### src/rtl/lmtr_pkg.sv
// Shared types and constants for the LCD mode timing and register block.
`timescale 1ns / 1ps

package lmtr_pkg;

   // Command codes carried in the request tuser
   localparam logic [1:0] CMD_TICK  = 2'd0;
   localparam logic [1:0] CMD_READ  = 2'd1;
   localparam logic [1:0] CMD_WRITE = 2'd2;

   // Register indexes
   localparam logic [3:0] REG_LCDC = 4'd0;
   localparam logic [3:0] REG_STAT = 4'd1;
   localparam logic [3:0] REG_LY   = 4'd4;
   localparam logic [3:0] REG_LYC  = 4'd5;
   localparam logic [3:0] REG_DMA  = 4'd6;
   localparam int unsigned NUM_REGS = 12;
   localparam logic [3:0] REG_COUNT = 4'(NUM_REGS);

   // Status mode codes
   localparam logic [1:0] MODE_HBLANK = 2'd0;
   localparam logic [1:0] MODE_VBLANK = 2'd1;
   localparam logic [1:0] MODE_OAM    = 2'd2;
   localparam logic [1:0] MODE_XFER   = 2'd3;

   // Mode lengths in cycles
   localparam logic [15:0] CYC_OAM         = 16'd80;
   localparam logic [15:0] CYC_XFER        = 16'd172;
   localparam logic [15:0] CYC_XFER_RENDER = 16'd160;
   localparam logic [15:0] CYC_HBLANK      = 16'd204;
   localparam logic [15:0] CYC_VBLANK      = 16'd4560;
   localparam logic [7:0]  VBLANK_LINE     = 8'd144;

   // Control and status bit positions
   localparam int unsigned LCDC_ENABLE_BIT = 7;
   localparam int unsigned STAT_COINC_BIT  = 2;
   localparam int unsigned STAT_HBL_IE_BIT = 3;
   localparam int unsigned STAT_VBL_IE_BIT = 4;
   localparam int unsigned STAT_OAM_IE_BIT = 5;
   localparam int unsigned STAT_LYC_IE_BIT = 6;
   localparam logic [7:0]  STAT_READ_SET   = 8'b1000_0000;
   localparam logic [7:0]  OPEN_BUS        = 8'hFF;

   // Current state seen by the step logic
   typedef struct packed {
      logic [7:0]  lcdc;
      logic [7:0]  stat;
      logic [7:0]  ly;
      logic [7:0]  lyc;
      logic [15:0] cycle;
      logic        rendered;
   } view_type;

   // State update issued by the step logic
   typedef struct packed {
      logic        en;
      logic        bus_we;
      logic [3:0]  bus_idx;
      logic [7:0]  bus_data;
      logic        tim_we;
      logic [7:0]  ly;
      logic [7:0]  stat;
      logic [15:0] cycle;
      logic        rendered;
   } upd_type;

   // One result beat
   typedef struct packed {
      logic [7:0] dma_page;
      logic       dma_start;
      logic       frame_ready;
      logic       line_ready;
      logic       stat_irq;
      logic       vblank_irq;
      logic [7:0] read_data;
   } result_type;

endpackage

### src/rtl/lcd_mode_timing_registers_unit.sv
// Top level of the LCD mode timing and register block.
`timescale 1ns / 1ps

// LCD controller timing and register file.
// Request channel (req_*): one beat per command. tuser carries the command
// (tick, register read, register write); tdata carries the register index,
// the write byte and the tick length in cycles.
// Response channel (rsp_*): exactly one beat per request, in order, with the
// read byte, the VBlank and status interrupt requests, the scanline and
// frame strobes and the DMA start strobe with its source page.
// A request sits in an input register, the step logic updates the register
// file and timing counter and fills the output register in the same cycle,
// so a response passes the input register and then the output register. One
// request per cycle is sustained while rsp_tready stays high; the only path is
// the single combinational step between the input and output registers.
// Reset clears all twelve registers, the cycle counter and the render flag
// at once and empties both stages. When the receiver stalls, the output
// register holds its beat and the input register takes one more request,
// after which req_tready drops until the response is taken.
module lcd_mode_timing_registers_unit (
   input  logic        clock,
   input  logic        reset,
   input  logic        req_tvalid,
   output logic        req_tready,
   input  logic [23:0] req_tdata,   // reg_index[3:0], write_data[11:4], delta[19:12], zero
   input  logic [1:0]  req_tuser,   // cmd[1:0]
   output logic        rsp_tvalid,
   input  logic        rsp_tready,
   output logic [23:0] rsp_tdata    // read_data[7:0], vblank_irq[8], stat_irq[9],
                                    // line_ready[10], frame_ready[11], dma_start[12],
                                    // dma_page[20:13], zero
);

   logic        s1_valid_ff, s1_valid_in;
   logic [1:0]  s1_cmd_ff;
   logic [3:0]  s1_idx_ff;
   logic [7:0]  s1_wdata_ff;
   logic [7:0]  s1_delta_ff;
   logic        rsp_valid_ff, rsp_valid_in;
   logic [23:0] rsp_data_ff, rsp_data_in;
   logic        req_fire;
   logic        s1_adv;

   lmtr_pkg::view_type   view;
   lmtr_pkg::upd_type    upd;
   lmtr_pkg::result_type res;
   logic [7:0]           rd_byte;

   // Handshake: the input stage moves on when the output register is free
   assign s1_adv     = s1_valid_ff && (!rsp_valid_ff || rsp_tready);
   assign req_tready = !s1_valid_ff || s1_adv;
   assign req_fire   = req_tvalid && req_tready;

   always_comb begin
      s1_valid_in = s1_valid_ff;
      if (req_fire) begin
         s1_valid_in = 1'b1;
      end else if (s1_adv) begin
         s1_valid_in = 1'b0;
      end
   end

   always_comb begin
      rsp_valid_in = rsp_valid_ff;
      if (s1_adv) begin
         rsp_valid_in = 1'b1;
      end else if (rsp_tready) begin
         rsp_valid_in = 1'b0;
      end
   end

   // Input register
   always_ff @(posedge clock) begin
      if (reset) begin
         s1_valid_ff <= 1'b0;
      end else begin
         s1_valid_ff <= s1_valid_in;
      end
   end

   always_ff @(posedge clock) begin
      if (req_fire) begin
         s1_cmd_ff   <= req_tuser;
         s1_idx_ff   <= req_tdata[3:0];
         s1_wdata_ff <= req_tdata[11:4];
         s1_delta_ff <= req_tdata[19:12];
      end
   end

   // Register file and timing state
   lmtr_state u_state (
      .clock   (clock),
      .reset   (reset),
      .upd     (upd),
      .rd_idx  (s1_idx_ff),
      .rd_byte (rd_byte),
      .view    (view)
   );

   // Step logic for the beat in the input register
   lmtr_step u_step (
      .en         (s1_adv),
      .cmd        (s1_cmd_ff),
      .reg_index  (s1_idx_ff),
      .write_data (s1_wdata_ff),
      .delta      (s1_delta_ff),
      .view       (view),
      .rd_byte    (rd_byte),
      .upd        (upd),
      .res        (res)
   );

   // Output register
   assign rsp_data_in = {3'b000, res};

   always_ff @(posedge clock) begin
      if (reset) begin
         rsp_valid_ff <= 1'b0;
      end else begin
         rsp_valid_ff <= rsp_valid_in;
      end
   end

   always_ff @(posedge clock) begin
      if (s1_adv) begin
         rsp_data_ff <= rsp_data_in;
      end
   end

   assign rsp_tvalid = rsp_valid_ff;
   assign rsp_tdata  = rsp_data_ff;

endmodule

### src/rtl/lmtr_state.sv
// Register file, cycle counter and render flag of the LCD timing block.
`timescale 1ns / 1ps

module lmtr_state (
   input  logic              clock,
   input  logic              reset,
   input  lmtr_pkg::upd_type upd,
   input  logic [3:0]        rd_idx,
   output logic [7:0]        rd_byte,
   output lmtr_pkg::view_type view
);

   logic [7:0]  regs_ff [lmtr_pkg::NUM_REGS];
   logic [15:0] cycle_ff;
   logic        rendered_ff;

   // Apply the bus write and the timing update of the beat in flight
   always_ff @(posedge clock) begin
      if (reset) begin
         for (int i = 0; i < lmtr_pkg::NUM_REGS; i++) begin
            regs_ff[i] <= 8'h00;
         end
         cycle_ff    <= 16'h0000;
         rendered_ff <= 1'b0;
      end else if (upd.en) begin
         if (upd.bus_we) begin
            regs_ff[upd.bus_idx] <= upd.bus_data;
         end
         if (upd.tim_we) begin
            regs_ff[lmtr_pkg::REG_LY]   <= upd.ly;
            regs_ff[lmtr_pkg::REG_STAT] <= upd.stat;
            cycle_ff                    <= upd.cycle;
            rendered_ff                 <= upd.rendered;
         end
      end
   end

   // Bus read: status top bit reads set, open bus past the last register
   always_comb begin
      if (rd_idx < lmtr_pkg::REG_COUNT) begin
         rd_byte = regs_ff[rd_idx];
         if (rd_idx == lmtr_pkg::REG_STAT) begin
            rd_byte = rd_byte | lmtr_pkg::STAT_READ_SET;
         end
      end else begin
         rd_byte = lmtr_pkg::OPEN_BUS;
      end
   end

   assign view.lcdc     = regs_ff[lmtr_pkg::REG_LCDC];
   assign view.stat     = regs_ff[lmtr_pkg::REG_STAT];
   assign view.ly       = regs_ff[lmtr_pkg::REG_LY];
   assign view.lyc      = regs_ff[lmtr_pkg::REG_LYC];
   assign view.cycle    = cycle_ff;
   assign view.rendered = rendered_ff;

endmodule

### src/rtl/lmtr_step.sv
// Per-beat logic: mode sequencing on ticks, bus read and write decode.
`timescale 1ns / 1ps

module lmtr_step (
   input  logic                  en,
   input  logic [1:0]            cmd,
   input  logic [3:0]            reg_index,
   input  logic [7:0]            write_data,
   input  logic [7:0]            delta,
   input  lmtr_pkg::view_type    view,
   input  logic [7:0]            rd_byte,
   output lmtr_pkg::upd_type     upd,
   output lmtr_pkg::result_type  res
);

   logic [16:0] sum;
   logic [15:0] cyc;
   logic [7:0]  ly_inc;
   logic        ly_match;
   logic [7:0]  stat_c;
   logic        is_tick;
   logic        is_write;

   assign is_tick  = (cmd == lmtr_pkg::CMD_TICK);
   assign is_write = (cmd == lmtr_pkg::CMD_WRITE);

   // Saturating cycle accumulate
   assign sum = {1'b0, view.cycle} + {9'd0, delta};
   assign cyc = sum[16] ? 16'hFFFF : sum[15:0];

   // Next line at the end of HBlank and its coincidence flag
   assign ly_inc   = view.ly + 8'd1;
   assign ly_match = (ly_inc == view.lyc);
   always_comb begin
      stat_c = view.stat;
      stat_c[lmtr_pkg::STAT_COINC_BIT] = ly_match;
   end

   // Bus write: line register and out-of-range indexes are dropped
   always_comb begin
      upd.en       = en;
      upd.bus_we   = is_write && (reg_index < lmtr_pkg::REG_COUNT)
                     && (reg_index != lmtr_pkg::REG_LY);
      upd.bus_idx  = reg_index;
      upd.bus_data = write_data;
   end

   // Mode timing on a tick
   always_comb begin
      upd.tim_we      = is_tick;
      upd.ly          = view.ly;
      upd.stat        = view.stat;
      upd.cycle       = cyc;
      upd.rendered    = view.rendered;
      res.vblank_irq  = 1'b0;
      res.stat_irq    = 1'b0;
      res.line_ready  = 1'b0;
      res.frame_ready = 1'b0;

      if (!view.lcdc[lmtr_pkg::LCDC_ENABLE_BIT]) begin
         // display off: hold at line 0, HBlank, counter clear
         upd.ly    = 8'd0;
         upd.stat  = {view.stat[7:2], lmtr_pkg::MODE_HBLANK};
         upd.cycle = 16'd0;
      end else begin
         case (view.stat[1:0])
            lmtr_pkg::MODE_HBLANK: begin
               if (cyc >= lmtr_pkg::CYC_HBLANK) begin
                  upd.cycle = cyc - lmtr_pkg::CYC_HBLANK;
                  upd.ly    = ly_inc;
                  if (ly_inc == lmtr_pkg::VBLANK_LINE) begin
                     res.frame_ready = 1'b1;
                     res.vblank_irq  = 1'b1;
                     res.stat_irq    = stat_c[lmtr_pkg::STAT_VBL_IE_BIT];
                     upd.stat        = {stat_c[7:2], lmtr_pkg::MODE_VBLANK};
                  end else begin
                     res.stat_irq = stat_c[lmtr_pkg::STAT_OAM_IE_BIT]
                                    | (stat_c[lmtr_pkg::STAT_LYC_IE_BIT] & ly_match);
                     upd.stat     = {stat_c[7:2], lmtr_pkg::MODE_OAM};
                  end
               end
            end
            lmtr_pkg::MODE_VBLANK: begin
               if (cyc >= lmtr_pkg::CYC_VBLANK) begin
                  // back to the top line, coincidence against line 0
                  upd.cycle = cyc - lmtr_pkg::CYC_VBLANK;
                  upd.ly    = 8'd0;
                  upd.stat  = {view.stat[7:3], (view.lyc == 8'd0), lmtr_pkg::MODE_OAM};
               end
            end
            lmtr_pkg::MODE_OAM: begin
               if (cyc >= lmtr_pkg::CYC_OAM) begin
                  upd.cycle    = cyc - lmtr_pkg::CYC_OAM;
                  upd.rendered = 1'b0;
                  upd.stat     = {view.stat[7:2], lmtr_pkg::MODE_XFER};
               end
            end
            lmtr_pkg::MODE_XFER: begin
               if ((cyc >= lmtr_pkg::CYC_XFER_RENDER) && !view.rendered) begin
                  res.line_ready = 1'b1;
                  upd.rendered   = 1'b1;
               end
               if (cyc >= lmtr_pkg::CYC_XFER) begin
                  upd.cycle    = cyc - lmtr_pkg::CYC_XFER;
                  upd.stat     = {view.stat[7:2], lmtr_pkg::MODE_HBLANK};
                  res.stat_irq = view.stat[lmtr_pkg::STAT_HBL_IE_BIT];
               end
            end
            default: begin
               upd.stat = view.stat;
            end
         endcase
      end

      if (!is_tick) begin
         res.vblank_irq  = 1'b0;
         res.stat_irq    = 1'b0;
         res.line_ready  = 1'b0;
         res.frame_ready = 1'b0;
      end
   end

   // Read data and DMA strobe
   always_comb begin
      res.read_data = (cmd == lmtr_pkg::CMD_READ) ? rd_byte : 8'h00;
      res.dma_start = is_write && (reg_index == lmtr_pkg::REG_DMA);
      res.dma_page  = res.dma_start ? write_data : 8'h00;
   end

endmodule
### config.mk
export PLATFORM = sky130hd
export DESIGN_NAME = lcd_mode_timing_registers_unit
export DESIGN_NICKNAME = d
export VERILOG_FILES = /design/src/rtl/lmtr_pkg.sv /design/src/rtl/lcd_mode_timing_registers_unit.sv /design/src/rtl/lmtr_state.sv /design/src/rtl/lmtr_step.sv
export SDC_FILE = /design/constraint.sdc
export NUM_CORES = 1
export LEC_CHECK = 0
export BUFFER_PORTS_ARGS = -buffer_cell sky130_fd_sc_hd__buf_2
export CORE_MARGIN = 10
export CORE_UTILIZATION = 30
export DETAILED_ROUTE_END_ITERATION = 8
export GPL_TIMING_DRIVEN = 0
export HOLD_SLACK_MARGIN = 0.1
export PLACE_DENSITY = 0.46
export RECOVER_POWER = 50
export REMOVE_ABC_BUFFERS = 1
export SKIP_CTS_REPAIR_TIMING = 1
export SYNTH_ARGS = -nofsm -noshare
export SYNTH_HDL_FRONTEND = slang
export SYNTH_HIERARCHICAL = 1
export SYNTH_SLANG_ARGS = --single-unit
### constraint.sdc
create_clock -name clock -period 8.5 [get_ports clock]
set_input_delay 0.85 -clock clock [delete_from_list [all_inputs] [get_ports clock]]
set_output_delay 0.85 -clock clock [all_outputs]
set_load 0.05 [all_outputs]
==> results summary <==
The final RePlAce weighted congestion came out at 0.881. Once detail routing completed, the nets flagged for antenna violations numbered 0. The upper clock frequency limit is 163 MHz.

During I/O placement, the number of pins put on the boundary was 56. The worst setup path is of the reg2reg kind. The area of the mapped netlist came out at 10300 µm². The via count is 7715. The endpoint arrival time on the critical path came out at 6.52 ns. The highest net fanout along the worst path is 19.

The clock group share of total power is 40.2%. Setup repair after global routing left no endpoint under its margin. The number of buffers created by CTS came out at 17. VDD sags by at most 0.143 mV. The total of max-cap violations came out at 3. The clock net sink count is 157. The library cell used most frequently in the layout, excluding fill and tap cells, is sky130_fd_sc_hd__edfxtp_1. The total track usage came out at 14.6%. After the last flow step, the layout net total stands at 1005. The leakage power total is 0.00386 µW. The min-delay analysis places its worst path in the category reg2reg. Entering global routing, the biggest net connects 35 pins. The flow ran to the end, but the final reports show violations. In the layout the commonest cells are sky130_fd_sc_hd__edfxtp_1, sky130_fd_sc_hd__nor2_1, sky130_fd_sc_hd__and2_0. The root buffer cell chosen for the clock tree is sky130_fd_sc_hd__clkbuf_16. The power dissipated by switching net loads is 571 µW.

In the final routed layout, each cell accounts on average for 21.7 µm. The pin slew with the least headroom to its limit is 1.91 ns. The fraction of layout instances using a drive strength above 1 is 15.9%. The number of detailed-routing iterations run before antenna repair came out at 6. For this run, design rule violations remaining after detail routing come to 0. The number of port buffers is 48. The via count of the first global-routing pass came out at 7675. The share of the clock period used by the worst path came out at 72.1%. The number of warnings printed during yosys synthesis is 6. The number of max-slew violations in the final report is 84. The count of final hold-check violations was 0. The number of antenna violations at the first check in global routing came out at 0.

The final critical path time including I/O delays and setup came out at 6.13 ns. The die covers 42100 µm². TritonCTS built the clock tree. Once the floorplan was initialized, standard cells occupied 30.6% of the core. The required time at the endpoint of the critical path is 8.89 ns. The area growth from synthesis to layout came out at 9.71%.

The clock network latency to the later pin of the worst-skew pair came out at 0.45 ns. The core box area is 33700 µm². The internal power of the cells is 1340 µW. The worst relative slew slack is -27.6%. The HPWL after detailed placement came out at 21300 µm.

The die is 205 µm wide. The via density per instance came out at 5.45. The global-route wire length before repair is 47200 µm. The detailed router's first-iteration violation count came out at 671.

The clock transition at the registers of the reported paths came out at 0.08 ns. The combinational fraction of design power came out at 13.0%. STA classifies the critical path endpoint as a flop. On the final layout, the worst clock skew is 0.0138 ns. Counting along the longest clock path gives a buffer depth of 2. The row count came out at 67.

In the final timing run, aggregate negative setup slack is 0 ns. A synthesized cell averages 10.7 µm². The total wirelength of the detailed-routed design is 30700 µm. The category of the worst setup path launch point is a flop.

The die is 205 µm tall. Registers are responsible for 46.8% of the overall power. The total of endpoints with negative setup slack in the final report came out at 0.

The checks that failed: capacitance limit, slew limit. The overall overflow remaining after global route is 0. The share of the core filled with cells came out at 33.5%.

The switching power share of the total is 29.8%. The number of H-tree levels came out at 4. 0 antenna diodes ended up in the layout. The power density over cell area came out at 169 nW/µm².

The number of standard cells after synthesis is 958.
==> sequential cells by signal, indices dropped and copies added, names as in the netlist <==
register             cells
s1_delta_ff              8
u_state/rendered_ff      1
s1_wdata_ff              8
rsp_tdata               21
s1_idx_ff                4
u_state/cycle_ff        16
s1_cmd_ff                2
u_state/regs_ff         95
rsp_tvalid               1
s1_valid_ff              1
==> power groups by stage <==
stage	sequential (µW)	clock (µW)	combinational (µW)
after floorplan	921	0	149
after global placement	919	0	234
after detailed placement	916	0	247
after CTS	899	792	248
after global routing	900	823	270
final	896	769	250
==> stage by stage <==
step                      hold WS (ns)  power, µW  setup WS (ns)  instance area (µm²)  instances
after CTS                        0.487       1940           2.47                11400       1414
after detailed placement         0.464       1160           2.50                10800       1382
after global placement           0.467       1150           1.81                10700       1377
final                            0.476       1910           2.37                11300       1415
after floorplan                  0.449       1070           3.57                 9860        881
after global routing             0.494       1990           2.06                11300       1415
==> worst max-delay path: stages, from the launching register on <==
cell                       delay (ns)
sky130_fd_sc_hd__edfxtp_1        0.38
sky130_fd_sc_hd__ha_1            0.22
sky130_fd_sc_hd__fa_1            0.46
sky130_fd_sc_hd__a211oi_4        0.43
sky130_fd_sc_hd__o211a_4         0.26
sky130_fd_sc_hd__or3_1           0.45
sky130_fd_sc_hd__and2_1          0.50
sky130_fd_sc_hd__ha_1            0.44
sky130_fd_sc_hd__a21boi_0        0.48
sky130_fd_sc_hd__a21oi_2         0.15
sky130_fd_sc_hd__nor4_4          1.10
sky130_fd_sc_hd__nor2_1          0.15
sky130_fd_sc_hd__xnor2_1         0.18
sky130_fd_sc_hd__a221oi_1        0.62
sky130_fd_sc_hd__a22o_1          0.24
==> per-layer routing <==
| layer | vias to the layer above | part of all wire, % | GRT usage [%] | wire (µm) |
|---|---|---|---|---|
| met4 | 0 | 1.8 | 4.57 | 541 |
| li1 | 3645 | - | - | - |
| met5 | - | 0 | 0 | 0 |
| met3 | 30 | 4.5 | 2.74 | 1380 |
| met2 | 212 | 48 | 23.4 | 14600 |
| met1 | 3828 | 46 | 19.4 | 14100 |
==> area by class of cell <==
| class | instances | area, µm² |
|---|---|---|
| Fill cell | 3464 | 22400 |
| Multi-Input combinational cell | 708 | 5240 |
| Sequential cell | 157 | 4520 |
| Tap cell | 448 | 561 |
| Clock buffer | 17 | 425 |
| Timing Repair Buffer | 54 | 319 |
| Clock inverter | 15 | 166 |
| Inverter | 16 | 60.1 |
==> path summary, 6_finish.rpt <==
check | end | cells past startpoint | slack (ns) | start
worst max-delay path | u_state/cycle_ff[7]$_SDFFE_PP0P_ | 14 | 2.37 | s1_delta_ff[0]$_DFFE_PP_
worst min-delay path | rsp_tvalid$_SDFFE_PP0P_ | 2 | 0.48 | s1_valid_ff$_SDFFE_PP0P_
worst max register to register | u_state/cycle_ff[7]$_SDFFE_PP0P_ | 14 | 2.37 | s1_delta_ff[0]$_DFFE_PP_
worst min register to register | rsp_tvalid$_SDFFE_PP0P_ | 2 | 0.48 | s1_valid_ff$_SDFFE_PP0P_
Power figures use the tool's default switching activity.
